===== src/rtl/assert_macros.svh =====
// assertion helpers included by the rtl
`ifndef ASSERT_MACROS_SVH
`define ASSERT_MACROS_SVH

// same-cycle implication, checked outside reset
`define RWH_ASSERT_IMP(label, clk, rst_n, ante, cons) \
	label: assert property (@(posedge clk) disable iff (!(rst_n)) (ante) |-> (cons)) \
		else $error("rwh assertion failed");

// next-cycle implication, checked outside reset
`define RWH_ASSERT_NXT(label, clk, rst_n, ante, cons) \
	label: assert property (@(posedge clk) disable iff (!(rst_n)) (ante) |=> (cons)) \
		else $error("rwh assertion failed");

`endif


===== src/rtl/rwh_pkg.sv =====
package rwh_pkg;

	// result classes
	typedef enum logic [3:0] {
		CLS_HEADER    = 4'd0,
		CLS_ADC_HIGH  = 4'd1,
		CLS_ADC_LOW   = 4'd2,
		CLS_ADC_SKIP  = 4'd3,
		CLS_TDC_LEAD  = 4'd4,
		CLS_TDC_TRAIL = 4'd5,
		CLS_SCALER    = 4'd6,
		CLS_UNKNOWN   = 4'd7,
		CLS_FRAME_ERR = 4'd8,
		CLS_READ      = 4'd9
	} word_class_t;

	// histogram kinds, top bits of the bin address
	typedef enum logic [1:0] {
		KIND_ADC_HIGH  = 2'd0,
		KIND_ADC_LOW   = 2'd1,
		KIND_TDC_LEAD  = 2'd2,
		KIND_TDC_TRAIL = 2'd3
	} hist_kind_t;

	// request commands
	localparam logic CMD_STREAM = 1'b0;
	localparam logic CMD_READ   = 1'b1;

	// data word patterns
	localparam logic [31:0] MASK_ADC      = 32'h0068_0000;
	localparam logic [31:0] PAT_ADC_HIGH  = 32'h0000_0000;
	localparam logic [31:0] PAT_ADC_LOW   = 32'h0008_0000;
	localparam logic [31:0] MASK_TDC      = 32'h0060_1000;
	localparam logic [31:0] PAT_TDC_LEAD  = 32'h0020_1000;
	localparam logic [31:0] PAT_TDC_TRAIL = 32'h0020_0000;
	localparam logic [31:0] MASK_SCALER   = 32'h0060_0000;
	localparam logic [31:0] PAT_SCALER    = 32'h0040_0000;
	localparam int          HEADER_BIT    = 27;
	localparam int          OTR_BIT       = 12;

	// decode result of one request, carried down the pipeline
	typedef struct packed {
		word_class_t cls;
		logic        last;
		logic        bump;
		logic        rd_ok;
	} parse_info_t;

endpackage


===== src/rtl/rwh_parse.sv =====
module rwh_parse #(
	parameter int CHANNELS = 64,
	parameter int BINS     = 4096,
	parameter int CH_W     = 6,
	parameter int BIN_W    = 12
) (
	input  logic                      clk,
	input  logic                      arst_n,
	input  logic                      accept,
	input  logic                      cmd,
	input  logic [31:0]               word,
	input  logic [1:0]                read_kind,
	input  logic [5:0]                read_channel,
	input  logic [11:0]               read_bin,
	output rwh_pkg::parse_info_t      info,
	output logic [2+CH_W+BIN_W-1:0]   addr
);

	localparam logic [6:0]  CH_LIM  = 7'(CHANNELS);
	localparam logic [12:0] BIN_LIM = 13'(BINS);

	logic               expect_q;
	logic [11:0]        left_q;
	logic               expect_d;
	logic [11:0]        left_d;
	logic [11:0]        left_dec;
	logic [5:0]         w_ch;
	logic [11:0]        w_val;
	logic               otr;
	logic               w_in_range;
	logic               rd_in_range;
	rwh_pkg::hist_kind_t  kind;
	rwh_pkg::word_class_t dcls;
	logic               dbump;

	assign w_ch        = word[18:13];
	assign w_val       = word[11:0];
	assign otr         = word[rwh_pkg::OTR_BIT];
	assign w_in_range  = ({1'b0, w_ch} < CH_LIM) && ({1'b0, w_val} < BIN_LIM);
	assign rd_in_range = ({1'b0, read_channel} < CH_LIM) && ({1'b0, read_bin} < BIN_LIM);
	assign left_dec    = left_q - 12'd1;

	// data word classification, first matching pattern wins
	always_comb begin
		kind  = rwh_pkg::KIND_ADC_HIGH;
		dcls  = rwh_pkg::CLS_UNKNOWN;
		dbump = 1'b0;
		if ((word & rwh_pkg::MASK_ADC) == rwh_pkg::PAT_ADC_HIGH) begin
			kind  = rwh_pkg::KIND_ADC_HIGH;
			dcls  = otr ? rwh_pkg::CLS_ADC_SKIP : rwh_pkg::CLS_ADC_HIGH;
			dbump = !otr;
		end else if ((word & rwh_pkg::MASK_ADC) == rwh_pkg::PAT_ADC_LOW) begin
			kind  = rwh_pkg::KIND_ADC_LOW;
			dcls  = otr ? rwh_pkg::CLS_ADC_SKIP : rwh_pkg::CLS_ADC_LOW;
			dbump = !otr;
		end else if ((word & rwh_pkg::MASK_TDC) == rwh_pkg::PAT_TDC_LEAD) begin
			kind  = rwh_pkg::KIND_TDC_LEAD;
			dcls  = rwh_pkg::CLS_TDC_LEAD;
			dbump = 1'b1;
		end else if ((word & rwh_pkg::MASK_TDC) == rwh_pkg::PAT_TDC_TRAIL) begin
			kind  = rwh_pkg::KIND_TDC_TRAIL;
			dcls  = rwh_pkg::CLS_TDC_TRAIL;
			dbump = 1'b1;
		end else if ((word & rwh_pkg::MASK_SCALER) == rwh_pkg::PAT_SCALER) begin
			dcls  = rwh_pkg::CLS_SCALER;
		end
	end

	// frame tracking and bin address
	always_comb begin
		info       = '{cls: rwh_pkg::CLS_READ, last: 1'b0, bump: 1'b0, rd_ok: rd_in_range};
		expect_d   = expect_q;
		left_d     = left_q;
		addr       = {read_kind, read_channel[CH_W-1:0], read_bin[BIN_W-1:0]};
		case (cmd)
			rwh_pkg::CMD_READ: begin
			end
			rwh_pkg::CMD_STREAM: begin
				info.rd_ok = 1'b0;
				addr       = {kind, w_ch[CH_W-1:0], w_val[BIN_W-1:0]};
				if (expect_q) begin
					if (word[rwh_pkg::HEADER_BIT]) begin
						info.cls  = rwh_pkg::CLS_HEADER;
						left_d    = w_val;
						info.last = (w_val == 12'd0);
						expect_d  = (w_val == 12'd0);
					end else begin
						info.cls  = rwh_pkg::CLS_FRAME_ERR;
					end
				end else begin
					info.cls  = dcls;
					info.bump = dbump && w_in_range;
					left_d    = left_dec;
					info.last = (left_dec == 12'd0);
					expect_d  = (left_dec == 12'd0);
				end
			end
			default: begin
			end
		endcase
	end

	// frame state registers
	always_ff @(posedge clk or negedge arst_n) begin
		if (!arst_n) begin
			expect_q <= 1'b1;
			left_q   <= 12'd0;
		end else if (accept) begin
			expect_q <= expect_d;
			left_q   <= left_d;
		end
	end

endmodule


===== config.mk =====
export PLATFORM = sky130hd
export DESIGN_NAME = rwh_parse
export DESIGN_NICKNAME = d
export VERILOG_FILES = /design/src/rtl/assert_macros.svh /design/src/rtl/rwh_pkg.sv /design/src/rtl/rwh_parse.sv
export SDC_FILE = /design/constraint.sdc
export NUM_CORES = 1
export LEC_CHECK = 0
export BUFFER_PORTS_ARGS = -buffer_cell sky130_fd_sc_hd__buf_4
export CAP_MARGIN = 20
export CORE_AREA = 5 5 64 66
export CTS_CLUSTER_SIZE = 14
export DETAILED_ROUTE_END_ITERATION = 10
export DIE_AREA = 0 0 69 71
export PLACE_DENSITY = 0.73
export SYNTH_ARGS = -nofsm -noshare
export SYNTH_HDL_FRONTEND = slang
export SYNTH_SLANG_ARGS = --single-unit

===== constraint.sdc =====
create_clock -name clk -period 2.95 [get_ports clk]
set_input_delay 0.4425 -clock clk [delete_from_list [all_inputs] [get_ports clk]]
set_output_delay 0.4425 -clock clk [all_outputs]
set_load 0.05 [all_outputs]

==> results.md <==
* Seq cells post-synth at 13
* Total GRT Usage at 0.172
* N_diodes at 0
* CTS Buffer Depth at 2
* Setup slack after layout at 152 ps
* Avg Inst Size Synth at around 8.0 um^2
* Core area at 3520 um^2
* Distinct cells, synth at 46
* Maxcap violations at 0
* FILL cells at roughly 350
* FP Rows at 22
* Die X-Extent at between 60 and 70 um
* Share of post-route cells with drive strength above 1 at 0.460
* Sw power at roughly 0.36 mW
* Number of enable flip-flop cells after synthesis at 0
* Kind of end point of the critical path: output port
* Initial Util at 0.371
* Worst Path Max Fanout at 11
* # DRC at 0
* Core Util, Final at 0.551
* Final Critical Period at 2800 ps
* Die area at roughly 5000 um^2
* Antenna viol nets, final at 0
* Nets at ~290
* Comb power frac at 0.545
* Reg2Reg Setup Slack at between 800 and 900 ps
* Critical Path AT at between 2000 and 2500 ps
* Total wire length at ~4.3 mm
* Clk root buf: clkbuf_4
* Internal power at approximately 0.46 mW
* Syn-to-layout area delta at 48.5%
* Post-synthesis instance area at 1310 um^2
* Syn Nets at between 200 and 250
* Switching share of power at 0.443
* DRT iter0 DRCs at 49
* Via/cell ratio at 5.47
* Static Leakage at 0.829 nW
* Port bufs at 73
* CTS tree: built
* Pwr Density at 422 nW/um^2
* # H-tree levels at 1
* Crit share post-route at 0.949
* Top_reg_cell synth: dfrtp_1
* RSZ-0062 raised after global routing: no
* HPWL after DPL at roughly 3.4 mm
* Largest net degree at the start of global routing at 30
* First-pass DRT Iterations at 5
* Seq/Total Area, Yosys at 0.250
* Cts bufs inserted at 3
* GRT overflow at 0
* HP Class: input pin to flip-flop
* Worst Setup SP: left_q[5]$_DFFE_PN0P_
* Critical path type: flip-flop to output port
* Async set or reset register ratio after synthesis at 1.00
* Hold Violations, Final at 0
* Clock Latency Late Sink at 270 ps
* Sequential group share of total power at 0.315
* Status: finished, final reports clean
* Die Span Y at 71 um
* Clock Power Share at 0.140
* Dpl ws at around 250 ps
* First-pass GRT wire length at ~7.0 mm
* Clk slew on worst S/H paths at about 90 ps
* Final Max Slew Viols at 0
* Critical Path Source Type: flip-flop
* Cells on worst reg2reg path at 8
* Relative max-transition margin at 0.648
* Top-level I/O count at between 80 and 90
* Routed len/inst at about 15 um
* Hold Path Origin: word[9]
* Final setup violation count at 0
* Gpl congestion at 0.851
* Clock sinks at 13
* WP data required at 2510 ps
* Synth Instances at approximately 160
* Reg2Reg Launch Point: left_q[0]$_DFFE_PN0P_
* Vias at roughly 1500
* Vias in the first global route at 1534
* Slew @ Worst Pin at 528 ps
* Setup TNS at 0 ps
* Synth warn at 0
* Initial antenna violation count at 0
* FMAX at 0.357 GHz
* Clk_skew at approximately 0.76 ps
* Hold path depth at 3
* Worst Hold End: left_q[9]$_DFFE_PN0P_
* Reg2reg end: left_q[8]$_DFFE_PN0P_
* Worst VDD drop at between 200 and 250 uV
==> final cells by class <==
type | count | area [um^2] | area share
multi-input combinational | 133 | 907 | 0.467
timing repair buffer | 79 | 599 | 0.309
sequential | 13 | 327 | 0.168
tap | 48 | 60.1 | 0.0309
clock buffer | 4 | 26.3 | 0.0135
inverter | 6 | 22.5 | 0.0116
==> power by group through the flow <==
stage          Combinational (mW)  Clock (mW)  Sequential (mW)
2_1_floorplan               0.315           0            0.234
3_3_place_gp                0.420           0            0.259
3_5_place_dp                0.424           0            0.261
4_1_cts                     0.439       0.118            0.254
5_1_grt                     0.484       0.127            0.264
6_report                    0.446       0.115            0.258
==> cell families after synthesis <==
kind of cell / Yosys count / synth area share
simple gates: 53 / 0.216
mux: 20 / 0.170
buf+inv: 17 / 0.0593
fa+ha+maj: 2 / 0.0191
compound gates: 56 / 0.272
xor+xnor: 2 / 0.0134
flops: 13 / 0.250
==> synth_stat cells, types with 2 or more instances <==
cell      instances  area (um^2)
or4_1             2         15.0
nand2b_1          2         12.5
and3_1            2         12.5
o21ai_0          15         75.1
a21oi_1          13         65.1
a22oi_1           5         37.5
a311oi_1          2         17.5
nor4_1            4         25.0
mux2_2           18          203
dfrtp_1          12          300
a221o_1           3         30.0
clkbuf_1          6         22.5
nand3_1           4         20.0
o21a_1            3         22.5
or4_4             2         22.5
nand2_1           9         33.8
a31oi_1           2         12.5
nor2_1           16         60.1
inv_1             6         22.5
o211ai_1          2         15.0
mux2i_1           2         20.0
o22ai_1           3         18.8
ha_1              2         25.0
nor3_1            6         30.0
==> metal layers <==
| layer | wire length [um] | vias to the layer above | GRT usage |
|---|---|---|---|
| li1 | - | 760 | - |
| met2 | 2000 | 78 | 0.286 |
| met5 | 0 | - | 0 |
| met4 | 35 | 0 | 0.0586 |
| met1 | 1790 | 709 | 0.202 |
| met3 | 505 | 2 | 0.0682 |
==> repair_timing <==
item | in CTS | in global routing
setup endpoints to repair | 1 | 1
resized for setup | 2 | 1
setup buffers | 2 | 1
endpoints found under the hold margin | 12 | 0
pin swaps | 0 | 1
hold buffers | 1 | 0
==> per-stage QoR <==
step / hold WS (ps) / instance area [um^2] / total power [mW] / cells
after detailed placement: 302 / 1880 / 0.685 / 275
final: 422 / 1940 / 0.819 / 283
after global placement: 301 / 1880 / 0.679 / 275
after CTS: 420 / 1930 / 0.810 / 282
after floorplan: 147 / 1310 / 0.549 / 163
after global routing: 440 / 1940 / 0.875 / 283
==> worst max-delay path by stage <==
stage               endpoint  slack (ps)  cells past startpoint
finish               info[2]         150                      6
global route         info[2]          40                      6
CTS                  info[2]          30                      8
detailed placement   info[2]         250                      8
global placement     info[2]         270                      8
floorplan            info[2]          10                      8
==> state kept, by name, indices dropped and copies added (netlist names) <==
signal and flops:
left_q 12, expect_q 1
==> critical path, stage by stage, from the launching register on <==
cell,delay [ps]
dfrtp_1,490
or4_4,580
nor2_1,120
a22oi_1,80
or4_4,570
o21ai_2,80
buf_6,170
==> placed cells by master, fill, tap and decap left out, types with 2 or more instances in the layout <==
| cell type | netlist | final |
|---|---|---|
| nand3_1 | 4 | 4 |
| nor2_1 | 16 | 16 |
| a22oi_1 | 5 | 5 |
| nor4_1 | 4 | 4 |
| or4_4 | 2 | 2 |
| nand2_1 | 9 | 9 |
| o21a_1 | 3 | 3 |
| a311oi_1 | 2 | 2 |
| inv_1 | 6 | 5 |
| mux2_2 | 18 | 18 |
| mux2i_1 | 2 | 2 |
| nand2b_1 | 2 | 2 |
| o22ai_1 | 3 | 3 |
| o21ai_2 | 1 | 2 |
| dfrtp_1 | 12 | 12 |
| a31oi_1 | 2 | 2 |
| nor3_1 | 6 | 6 |
| a221o_1 | 3 | 3 |
| a21oi_1 | 13 | 13 |
| ha_1 | 2 | 2 |
| or4_1 | 2 | 2 |
| o211ai_1 | 2 | 2 |
| o21ai_0 | 15 | 14 |
| buf_4 | 1 | 77 |
| and3_1 | 2 | 2 |
| clkbuf_4 | 0 | 3 |
No activity file was read; power rests on OpenSTA's default activity.
